--- config.mk ---
export PLATFORM = sky130hd
export DESIGN_NAME = ipv4_longest_prefix_router_flat
export DESIGN_NICKNAME = d
export VERILOG_FILES = /design/src/design/lpr_pkg.sv /design/src/design/lpr_if.sv /design/src/design/lpr_match.sv /design/src/design/ipv4_longest_prefix_router.sv /design/src/flat_wrapper.sv
export SDC_FILE = /design/constraint.sdc
export NUM_CORES = 2
export LEC_CHECK = 0
export ABC_AREA = 0
export BUFFER_PORTS_ARGS = -buffer_cell sky130_fd_sc_hd__buf_4
export CORE_MARGIN = 1
export CORE_UTILIZATION = 57
export DETAILED_ROUTE_END_ITERATION = 10
export HOLD_SLACK_MARGIN = 0.1
export PLACE_DENSITY = 0.8
export SLEW_MARGIN = 10
export SYNTH_ARGS = -nofsm -noshare
export SYNTH_HDL_FRONTEND = slang
export SYNTH_MEMORY_MAX_BITS = 65536
export SYNTH_SLANG_ARGS = --single-unit
export TNS_END_PERCENT = 20
--- constraint.sdc ---
create_clock -name clk -period 5.6 [get_ports clk]
set_clock_uncertainty 0.15 [all_clocks]
set_input_delay 0.28 -clock clk [delete_from_list [all_inputs] [get_ports clk]]
set_output_delay 0.28 -clock clk [all_outputs]
set_load 0.02 [all_outputs]
--- src/design/lpr_pkg.sv ---
// ----------------------------------------------------------------------------
// lpr_pkg: shared definitions for the IPv4 longest-prefix route table
// Sizes, status and command codes, the stored route record and the mask
// function used by the matcher.
// ----------------------------------------------------------------------------
package lpr_pkg;

  localparam int MAX_ROUTES = 64;
  localparam int NUM_PORTS  = 16;

  localparam int ADDR_W   = 32;
  localparam int LEN_W    = 6;
  localparam int PORT_W   = 4;
  localparam int STATUS_W = 2;
  localparam int MAX_LEN  = 32;

  localparam int IDX_W = (MAX_ROUTES > 1) ? $clog2(MAX_ROUTES) : 1;
  localparam int CNT_W = $clog2(MAX_ROUTES + 1);

  localparam logic CMD_ADD    = 1'b0;
  localparam logic CMD_LOOKUP = 1'b1;

  localparam logic [STATUS_W-1:0] ST_ADDED     = 2'd0;
  localparam logic [STATUS_W-1:0] ST_FULL      = 2'd1;
  localparam logic [STATUS_W-1:0] ST_FORWARDED = 2'd2;
  localparam logic [STATUS_W-1:0] ST_NO_ROUTE  = 2'd3;

  typedef struct packed {
    logic [ADDR_W-1:0] prefix;
    logic [LEN_W-1:0]  len;
    logic              gw_flag;
    logic [ADDR_W-1:0] gw;
    logic [PORT_W-1:0] port;
  } route_t;

  typedef struct packed {
    logic              found;
    logic [LEN_W-1:0]  len;
    logic              gw_flag;
    logic [ADDR_W-1:0] gw;
    logic [PORT_W-1:0] port;
  } best_t;

  // Mask of the high-order len bits; len is at most 32, and a shift by the
  // full width yields zero, which is the mask of a default route.
  function automatic logic [ADDR_W-1:0] prefix_mask(input logic [LEN_W-1:0] len);
    logic [LEN_W-1:0] sh;
    sh = LEN_W'(MAX_LEN) - len;
    return {ADDR_W{1'b1}} << sh;
  endfunction

endpackage

--- src/design/lpr_if.sv ---
// ----------------------------------------------------------------------------
// lpr_if: request and response channels of the route table
// Valid/ready channels; a transfer takes place when valid and ready are high.
// ----------------------------------------------------------------------------
interface lpr_req_if;
  import lpr_pkg::*;

  logic              valid;
  logic              ready;
  logic              cmd;
  logic [ADDR_W-1:0] net_prefix;
  logic [LEN_W-1:0]  net_len;
  logic              has_next_hop;
  logic [ADDR_W-1:0] next_hop_addr;
  logic [PORT_W-1:0] out_port;
  logic [ADDR_W-1:0] dst_addr;

  modport source (
    output valid, cmd, net_prefix, net_len, has_next_hop,
           next_hop_addr, out_port, dst_addr,
    input  ready
  );

  modport sink (
    input  valid, cmd, net_prefix, net_len, has_next_hop,
           next_hop_addr, out_port, dst_addr,
    output ready
  );
endinterface

interface lpr_rsp_if;
  import lpr_pkg::*;

  logic                valid;
  logic                ready;
  logic [STATUS_W-1:0] status;
  logic [PORT_W-1:0]   send_port;
  logic [ADDR_W-1:0]   hop_addr;
  logic [LEN_W-1:0]    match_length;

  modport source (
    output valid, status, send_port, hop_addr, match_length,
    input  ready
  );

  modport sink (
    input  valid, status, send_port, hop_addr, match_length,
    output ready
  );
endinterface

--- src/design/lpr_match.sv ---
// ----------------------------------------------------------------------------
// lpr_match: best-route tracker for a lookup scan
// Compares one stored route per cycle with the destination and keeps the
// longest match seen so far; earlier routes win ties.
// ----------------------------------------------------------------------------
module lpr_match (
  input  logic                   clk,
  input  logic                   rst,
  input  logic                   clear,
  input  logic                   valid,
  input  lpr_pkg::route_t        entry,
  input  logic [lpr_pkg::ADDR_W-1:0] dst,
  output lpr_pkg::best_t         best
);
  import lpr_pkg::*;

  logic hit;
  logic better;

  assign hit    = ((entry.prefix ^ dst) & prefix_mask(entry.len)) == '0;
  assign better = !best.found || (entry.len > best.len);

  always_ff @(posedge clk) begin
    if (rst || clear) begin
      best.found <= 1'b0;
    end else if (valid && hit && better) begin
      best.found <= 1'b1;
    end
    if (!clear && valid && hit && better) begin
      best.len     <= entry.len;
      best.gw_flag <= entry.gw_flag;
      best.gw      <= entry.gw;
      best.port    <= entry.port;
    end
  end

endmodule

--- src/design/ipv4_longest_prefix_router.sv ---
// ----------------------------------------------------------------------------
// ipv4_longest_prefix_router: IPv4 longest-prefix-match route table
// Appends routes and answers lookups by a linear scan of a route memory.
// ----------------------------------------------------------------------------
// Usage: items arrive on the req channel and each produces exactly one result
// transfer on the rsp channel, in order. An add item (cmd 0) stores a route at
// the next free slot and answers "route added", or "table full" once every
// slot is taken. A lookup item (cmd 1) answers with the interface, next hop
// and prefix length of the longest matching route, or "no route".
// Sequence: an add item goes from its transfer straight to the finish state.
// A lookup reads the route memory one entry per cycle through its single
// read port, then passes through the drain, resolve and finish states; with
// an empty table it skips the scan and goes from idle to resolve.
// One item is in flight at a time: req.ready is high only while idle. The
// result sits in an output register, so the next item may be taken while a
// result waits; if the receiver stalls, the following result is held back
// until the output register is free.
// Reset clears the route count and the handshake state; the route memory
// is not cleared, as only slots below the route count are ever used in a scan.
// ----------------------------------------------------------------------------
module ipv4_longest_prefix_router (
  input  logic      clk,
  input  logic      rst,
  lpr_req_if.sink   req,
  lpr_rsp_if.source rsp
);
  import lpr_pkg::*;

  typedef enum logic [2:0] {
    S_IDLE,
    S_SCAN,
    S_DRAIN,
    S_RESOLVE,
    S_FINISH
  } state_t;

  state_t state;

  // Route memory: one write port for adds, one registered read port for scans.
  route_t route_mem [MAX_ROUTES];
  route_t rd_entry;
  logic   rd_vld;

  logic [CNT_W-1:0]  count;
  logic [IDX_W-1:0]  rd_addr;
  logic [ADDR_W-1:0] dst;

  // Result waiting for the output register.
  logic [STATUS_W-1:0] res_status;
  logic [PORT_W-1:0]   res_port;
  logic [ADDR_W-1:0]   res_hop;
  logic [LEN_W-1:0]    res_len;

  logic              accept;
  logic              full;
  logic              wr_en;
  logic [LEN_W-1:0]  sat_len;
  route_t            wr_entry;
  logic              last_read;
  logic              out_free;
  best_t             best;

  assign req.ready = (state == S_IDLE);
  assign accept    = req.valid && req.ready;
  assign full      = (count >= CNT_W'(MAX_ROUTES));
  assign wr_en     = accept && (req.cmd == CMD_ADD) && !full;
  assign out_free  = !rsp.valid || rsp.ready;
  assign last_read = ({{(CNT_W-IDX_W){1'b0}}, rd_addr} == CNT_W'(count - 1'b1));

  // Lengths beyond a full address match as a full-length host route.
  assign sat_len = (req.net_len > LEN_W'(MAX_LEN)) ? LEN_W'(MAX_LEN)
                                                   : req.net_len;

  always_comb begin
    wr_entry.prefix  = req.net_prefix;
    wr_entry.len     = sat_len;
    wr_entry.gw_flag = req.has_next_hop;
    wr_entry.gw      = req.next_hop_addr;
    wr_entry.port    = req.out_port;
  end

  always_ff @(posedge clk) begin
    if (wr_en) begin
      route_mem[count[IDX_W-1:0]] <= wr_entry;
    end
    rd_entry <= route_mem[rd_addr];
  end

  lpr_match u_match (
    .clk   (clk),
    .rst   (rst),
    .clear (accept),
    .valid (rd_vld),
    .entry (rd_entry),
    .dst   (dst),
    .best  (best)
  );

  always_ff @(posedge clk) begin
    if (rst) begin
      state     <= S_IDLE;
      count     <= '0;
      rd_vld    <= 1'b0;
      rd_addr   <= '0;
      rsp.valid <= 1'b0;
    end else begin
      // Read data is valid in the cycle after each scan read.
      rd_vld <= (state == S_SCAN);

      // In the finish state a new result takes the place of the one leaving.
      if (rsp.valid && rsp.ready && (state != S_FINISH)) begin
        rsp.valid <= 1'b0;
      end

      case (state)
        S_IDLE: begin
          if (accept) begin
            rd_addr <= '0;
            dst     <= req.dst_addr;
            if (req.cmd == CMD_ADD) begin
              res_port <= '0;
              res_hop  <= '0;
              res_len  <= '0;
              if (full) begin
                res_status <= ST_FULL;
              end else begin
                res_status <= ST_ADDED;
                count      <= count + 1'b1;
              end
              state <= S_FINISH;
            end else if (count == '0) begin
              state <= S_RESOLVE;
            end else begin
              state <= S_SCAN;
            end
          end
        end

        S_SCAN: begin
          if (last_read) begin
            state <= S_DRAIN;
          end else begin
            rd_addr <= rd_addr + 1'b1;
          end
        end

        S_DRAIN: begin
          state <= S_RESOLVE;
        end

        S_RESOLVE: begin
          // A winning route on a missing interface is no route at all.
          if (best.found && (32'(best.port) < NUM_PORTS)) begin
            res_status <= ST_FORWARDED;
            res_port   <= best.port;
            res_hop    <= best.gw_flag ? best.gw : dst;
            res_len    <= best.len;
          end else begin
            res_status <= ST_NO_ROUTE;
            res_port   <= '0;
            res_hop    <= '0;
            res_len    <= '0;
          end
          state <= S_FINISH;
        end

        S_FINISH: begin
          if (out_free) begin
            rsp.valid        <= 1'b1;
            rsp.status       <= res_status;
            rsp.send_port    <= res_port;
            rsp.hop_addr     <= res_hop;
            rsp.match_length <= res_len;
            state            <= S_IDLE;
          end
        end

        default: begin
          state <= S_IDLE;
        end
      endcase
    end
  end

endmodule
--- src/flat_wrapper.sv ---
// flat-port wrapper written by rule: the top's interface ports become plain ports
module ipv4_longest_prefix_router_flat import lpr_pkg::*;
  (clk, rst, req_valid, req_cmd, req_net_prefix, req_net_len, req_has_next_hop, req_next_hop_addr, req_out_port, req_dst_addr, req_ready, rsp_valid, rsp_status, rsp_send_port, rsp_hop_addr, rsp_match_length, rsp_ready);
  lpr_req_if req_i ();
  lpr_rsp_if rsp_i ();
  input  logic clk;
  input  logic rst;
  input wire logic [$bits(req_i.valid)-1:0] req_valid;
  input wire logic [$bits(req_i.cmd)-1:0] req_cmd;
  input wire logic [$bits(req_i.net_prefix)-1:0] req_net_prefix;
  input wire logic [$bits(req_i.net_len)-1:0] req_net_len;
  input wire logic [$bits(req_i.has_next_hop)-1:0] req_has_next_hop;
  input wire logic [$bits(req_i.next_hop_addr)-1:0] req_next_hop_addr;
  input wire logic [$bits(req_i.out_port)-1:0] req_out_port;
  input wire logic [$bits(req_i.dst_addr)-1:0] req_dst_addr;
  output wire logic [$bits(req_i.ready)-1:0] req_ready;
  output wire logic [$bits(rsp_i.valid)-1:0] rsp_valid;
  output wire logic [$bits(rsp_i.status)-1:0] rsp_status;
  output wire logic [$bits(rsp_i.send_port)-1:0] rsp_send_port;
  output wire logic [$bits(rsp_i.hop_addr)-1:0] rsp_hop_addr;
  output wire logic [$bits(rsp_i.match_length)-1:0] rsp_match_length;
  input wire logic [$bits(rsp_i.ready)-1:0] rsp_ready;
  assign req_i.valid = req_valid;
  assign req_i.cmd = req_cmd;
  assign req_i.net_prefix = req_net_prefix;
  assign req_i.net_len = req_net_len;
  assign req_i.has_next_hop = req_has_next_hop;
  assign req_i.next_hop_addr = req_next_hop_addr;
  assign req_i.out_port = req_out_port;
  assign req_i.dst_addr = req_dst_addr;
  assign req_ready = req_i.ready;
  assign rsp_valid = rsp_i.valid;
  assign rsp_status = rsp_i.status;
  assign rsp_send_port = rsp_i.send_port;
  assign rsp_hop_addr = rsp_i.hop_addr;
  assign rsp_match_length = rsp_i.match_length;
  assign rsp_i.ready = rsp_ready;
  ipv4_longest_prefix_router u_core (.clk(clk), .rst(rst), .req(req_i), .rsp(rsp_i));
endmodule
After elaboration in Yosys (flattened, before gate mapping)
Memories as Yosys holds them, arrays and structs flattened. A register that Yosys moved wholly into a read port is not among the register bits.
Cells that the tools add are included.
Widths: inputs -> output; s select.
{"block": "totals", "reg_bits": 182, "mem_bits_rw": 4800, "elab_cells": 105, "n_memories": 1}
{"block": "classes", "add_sub_neg": 4, "n_lt_le_gt_ge": 3, "eq_ne": 11, "shift": 1, "mux": 33, "n_bitwise": 5, "n_reduce_logical": 28}
{"name": "u_core.route_mem", "depth": 64, "width": 75, "rd": 1, "rd_clocked_by_memory_dff": 1, "write_ports": 1, "line": "ipv4_longest_prefix_router.sv:40", "text": "route_t route_mem [MAX_ROUTES];"}
{"cell": "$mux 32", "n": 4}
{"cell": "$pmux 32 s2", "n": 1}
{"cell": "$mux 6", "n": 6}
{"cell": "$and 32x32->32", "n": 1}
{"cell": "$logic_not 32->1", "n": 1}
{"cell": "$shl 32x6->32 const A", "n": 1}
{"cell": "$xor 32x32->32", "n": 1}
{"cell": "$pmux 6 s2", "n": 2}
{"cell": "$pmux 3 s5", "n": 1}
{"cell": "$mux 3", "n": 4}
{"cell": "$mux 4", "n": 3}
{"cell": "$reduce_and 3->1", "n": 4}
{"cell": "$logic_and 1x1->1", "n": 10}
{"cell": "$pmux 4 s2", "n": 1}
{"cell": "$reduce_and 4->1", "n": 2}
{"cell": "$add 7x1->7 const B", "n": 1}
{"cell": "$eq 6x7->1", "n": 1}
{"cell": "$ge 7x7->1 const B", "n": 1}
{"cell": "$logic_not 7->1", "n": 1}
{"cell": "$mux 1", "n": 7}
{"cell": "$sub 7x1->7 const B", "n": 1}
{"cell": "$add 6x1->6 const B", "n": 1}
{"cell": "$eq 3x2->1 const B", "n": 2}
{"cell": "$gt 6x6->1", "n": 1}
{"cell": "14 further kinds", "n": 27}

Logic depth before layout (Yosys ltp)
{"block": "depth", "word_depth": 6, "depth_mapped": 10}

Modules after synthesis
Synthesis repeated with hierarchy kept, for this count alone.
{"block": "hier_totals", "cells_unflattened": 8359, "area_unflattened_um2": 190450.2}
{"module": "ipv4_longest_prefix_router", "instances": 1, "cells_each": 8166, "area_each_um2": 188056.6, "seq_area_each_um2": 149603.5}
{"module": "lpr_match", "instances": 1, "cells_each": 193, "area_each_um2": 2393.5, "seq_area_each_um2": 1311.3}

Worst setup path after synthesis
No wires, ideal clock.
{"block": "synth_path", "path_kind": "register to register", "startpoint": "reg u_core.rd_entry[37] (netlist name)", "endpoint": "reg u_core.u_match.best[0] (netlist name)", "setup_time_ns": 0.508, "t_arrival_ns": 5.211, "setup_slack_ns": -0.270, "stages_incl_launch_ff": 10, "synth_period_minus_slack_ns": 5.870, "cell_sequence": "dfxtp_1 > inv_1 > ha_1 > clkbuf_1 > xnor2_1 > nand2_1 > a2111o_1 > o21ai_0 > a31oi_1 > a211oi_1"}
{"block": "synth_between", "elab_chain_cells": 6}
{"item": "$sub 6x6->6", "line": "lpr_pkg.sv:48", "text": "sh = LEN_W'(MAX_LEN) - len;"}
{"item": "$shl 32x6->32", "line": "lpr_pkg.sv:49", "text": "return {ADDR_W{1'b1}} << sh;"}
{"item": "$and 32x32->32", "line": "lpr_match.sv:20", "text": "assign hit = ((entry.prefix ^ dst) & prefix_mask(entry.len)) == '0;"}
{"item": "$logic_not 32->1", "line": "lpr_match.sv:20"}
{"item": "$logic_and 1x1->1", "line": "lpr_match.sv:29", "text": "if (!clear && valid && hit && better) begin"}
{"item": "$logic_and 1x1->1 (*)", "line": "lpr_match.sv:29"}
Mark *: on every way between the ends. The rest lies on a longest branch, timed or not.
A chain may end at the register's enable or synchronous reset.

Worst setup path in the final report
{"block": "layout_path", "startpoint": "reg u_core.state[2]", "endpoint": "mem u_core.route_mem[61][3] in the netlist's numbering (enable)"}
{"block": "layout_between", "elab_chain_cells": 6}
{"item": "from (decl)", "line": "ipv4_longest_prefix_router.sv:37", "text": "state_t state;"}
{"item": "from (signal assigned)", "line": "ipv4_longest_prefix_router.sv:101", "text": "state <= S_IDLE;"}
{"item": "from (signal assigned)", "line": "ipv4_longest_prefix_router.sv:130", "text": "state <= S_FINISH;"}
{"item": "from (signal assigned)", "line": "ipv4_longest_prefix_router.sv:132", "text": "state <= S_RESOLVE;"}
{"item": "$logic_not 3->1", "line": "ipv4_longest_prefix_router.sv:63", "text": "assign req.ready = (state == S_IDLE);"}
{"item": "$logic_and 1x1->1", "line": "ipv4_longest_prefix_router.sv:64", "text": "assign accept = req.valid && req.ready;"}
{"item": "$logic_and 1x1->1 (2 in series)", "line": "ipv4_longest_prefix_router.sv:66", "text": "assign wr_en = accept && (req.cmd == CMD_ADD) && !full;"}
{"item": "$mux 1", "line": "ipv4_longest_prefix_router.sv:83", "text": "if (wr_en) begin"}
{"item": "$mux 1 (implied by the code)", "line": "ipv4_longest_prefix_router.sv:84", "text": "route_mem[count[IDX_W-1:0]] <= wr_entry;"}
{"item": "to (decl)", "line": "ipv4_longest_prefix_router.sv:40"}
No other way between the ends.

==> impl_metrics.py <==
metrics = {
    "sta": {
        "setup_ws_ps": 1110,
        "report.final.slew_viol_count": 0,
        "setup_viol": 0,
        "finalCriticalPeriod_ps": 4490,
        "hold_viol_final": 0,
        "fin_setup_tns_ps": 0,
        "rsz0062_at_grt": "no",
        "fin_crit_sh": 0.802,
        "relSlewSlack": 0.0800,
        "worst_pin_slew_ps": 1380,
        "hold_slack_ps": 191,
        "clock.fmax_ghz": 0.223,
    },
    "die": {
        "start_util": 0.575,
        "ios": 158,
        "rows": 211,
        "die_area_um2": 337000,
        "fp.coreArea_um2": 331000,
        "die_h_um": 580,
        "die_w_um": 580,
    },
    "drt": {
        "drc": 0,
        "drt-initial-drc-count": 16400,
        "wirelength_mm": 582,
        "vias": 96200,
        "dr.max_layer_used": "met5",
        "wl_met2_mm": 283,
        "vias_per_cell": 7.47,
        "wl_met3_mm": 74.8,
        "firstDrtPassIters": 6,
        "ant_nets": 0,
        "routedWlPerCell_um": 45.2,
        "met1Wirelength_mm": 176,
    },
    "yosys": {
        "ys_warn_count": 0,
        "synth_top_cell_by_area": "edfxtp_1",
        "ys_types": 53,
        "synth_cells": 7423,
        "synthArstFlopShare": 0,
        "yosysSeqAreaShare": 0.792,
        "synth_xor_xnor_area_share": 0.00216,
        "synth-main-ff-cell": "edfxtp_1",
        "synth.top_cell.area_share": 0.782,
        "synth_compound_area_frac": 0.00269,
        "yosys.area_share.simple": 0.00541,
        "synth_area_leaders": "edfxtp_1, mux4_2, dfxtp_1",
        "synth_fp_nets": 7548,
        "synthMuxAreaShare": 0.188,
        "synth_area_um2": 190000,
        "synthAdderAreaFrac": 0.000854,
        "synth_top_family_by_area": "multiplexers",
        "synth-edff-count": 4963,
        "postSynthAreaPerCell_um2": 25.7,
        "ys_ff_latch": 5057,
    },
    "final_layout": {
        "layout_commonest_cell": "edfxtp_1",
        "finalNetCount": 8207,
        "final_layout_size_suffix_gt1_frac": 0.326,
        "num-fill-cells": 18800,
        "utilization": 0.653,
        "mostFrequentLayoutCells": "edfxtp_1, mux4_2, clkbuf_16, buf_4, dlygate4sd3_1",
        "area_growth_syn_to_layout_pct": 13.6,
        "fin_cells": 12900,
    },
    "placement": {
        "dpl_worst_slack_ps": 1360,
        "port_buffers": 157,
        "dpl.cell_count": 11800,
        "dp_hpwl_mm": 267,
        "gp_congestion": 0.860,
    },
    "setup_path": {
        "critPathMaxFanout": 14,
        "path_class": "reg2reg",
        "cp-end-kind": "flip-flop",
        "start_kind": "flip-flop",
        "required_ps": 6130,
        "crit_arrival_ps": 5010,
    },
    "flow_run": {
        "drv_cap": 0,
    },
    "grt": {
        "grt_use_total": 0.346,
        "grt_pass1_wl_mm": 795,
        "grt_pass1_vias": 96700,
        "grt_max_degree": 124,
        "antenna_found_initial": 44,
        "grt.overflow.total": 0,
    },
    "pwr": {
        "vdd_ir_drop_max_mv": 0.309,
        "leakagePower_nw": 65.1,
        "powerDensity_nw_per_um2": 373,
    },
    "outcome": {
        "status": "finished, final reports clean",
    },
    "cts": {
        "hold_buffers": 149,
        "clk_pin_slew_ps": 70,
        "cts_resized": 0,
        "cts_sinks": 5057,
        "cts_max_level": 5,
        "post-cts-setup-buffers": 0,
        "tritoncts": "done",
        "cts_buffer_depth": 4,
        "worstSkewPairLatency_ps": 1020,
        "cts_buffers": 460,
        "ctsRootBufferMaster": "clkbuf_16",
    },
    "hold_path": {
        "hp-class": "in2reg",
    },
}
cells by family (layout without fill, tap and decap cells):
logic type,count (synthesis),count (layout)
flip-flops,5057,5057
AND/OR/NAND/NOR,227,227
other,0,34
XOR/XNOR,47,47
AO/OA/AOI/OAI,71,71
adder cells (fa/ha/maj),13,13
buffers and inverters,398,1460
multiplexers,1610,1610
synthesized netlist by cell type, types with 8 or more instances:
master	count
a21oi_1	14
and3_1	9
buf_1	86
buf_2	88
clkbuf_1	201
dfxtp_1	94
edfxtp_1	4963
ha_1	13
inv_1	18
mux2i_1	34
mux4_2	1575
nand2_1	23
nand3_1	16
nor2_1	128
nor2b_1	11
nor3_1	10
o21a_1	8
xnor2_1	15
xor2_1	32
per-stage QoR:
stage                     power (mW)  instance area, um2
after floorplan                 46.4              190000
after global placement          48.2              199000
after detailed placement        48.4              199000
after CTS                       80.7              216000
after global routing            82.2              216000
final                           80.7              216000
worst max-delay path, stage by stage, from the launching register on:
cell and delay [ps]:
dfxtp_1 390, or3_1 520, nor3_1 520, and2_0 390, nand3_1 580, nor2_4 1110
buf_4 430
final timing paths:
path	start	endpoint	slack, ps	cells past startpoint
hold / removal	req_cmd	u_core.count[0]	190	5
hold reg to reg	u_core.rd_entry[33]	u_core.u_match.best[33]	260	0
setup reg to reg	u_core.state[2]	u_core.route_mem[61][3]	1110	6
setup / recovery	u_core.state[2]	u_core.route_mem[61][3]	1110	6
sequential cells by signal, summed over array words and instances (netlist names), 2 cells and up:
register,cells
u_core.rsp.hop_addr,32
u_core.rd_entry,75
u_core.res_status,2
u_core.rsp.status,2
u_core.rsp.match_length,6
u_core.res_port,4
u_core.count,7
u_core.rd_addr,6
u_core.rsp.send_port,4
u_core.res_hop,32
u_core.state,3
u_core.route_mem,4800
u_core.res_len,6
u_core.dst,32
u_core.u_match.best,44
metal layers:
metal,global-route usage,vias to the layer above
met5,0.000567,-
met4,0.234,24
met3,0.0826,2223
met2,0.557,9977
met1,0.422,50300
li1,-,33800
cell type report:
| cell class | instances | area, um2 | area share |
|---|---|---|---|
| sequential | 5057 | 151000 | 0.698 |
| multi-input combinational | 1968 | 38500 | 0.178 |
| clock buffer | 584 | 12300 | 0.0566 |
| timing repair buffer | 577 | 6030 | 0.0279 |
| tap | 4366 | 5460 | 0.0252 |
| clock inverter | 281 | 3060 | 0.0141 |
| antenna | 34 | 85.1 | 0.000393 |
| inverter | 18 | 67.6 | 0.000312 |
power by group:
part | total, mW | switching (mW) | internal, mW
clock network | 32.8 | 14.7 | 18.0
logic | 5.76 | 3.04 | 2.72
registers | 42.2 | 0.422 | 41.8
total | 80.7 | 18.2 | 62.5
Power figures use the tool's default switching activity.
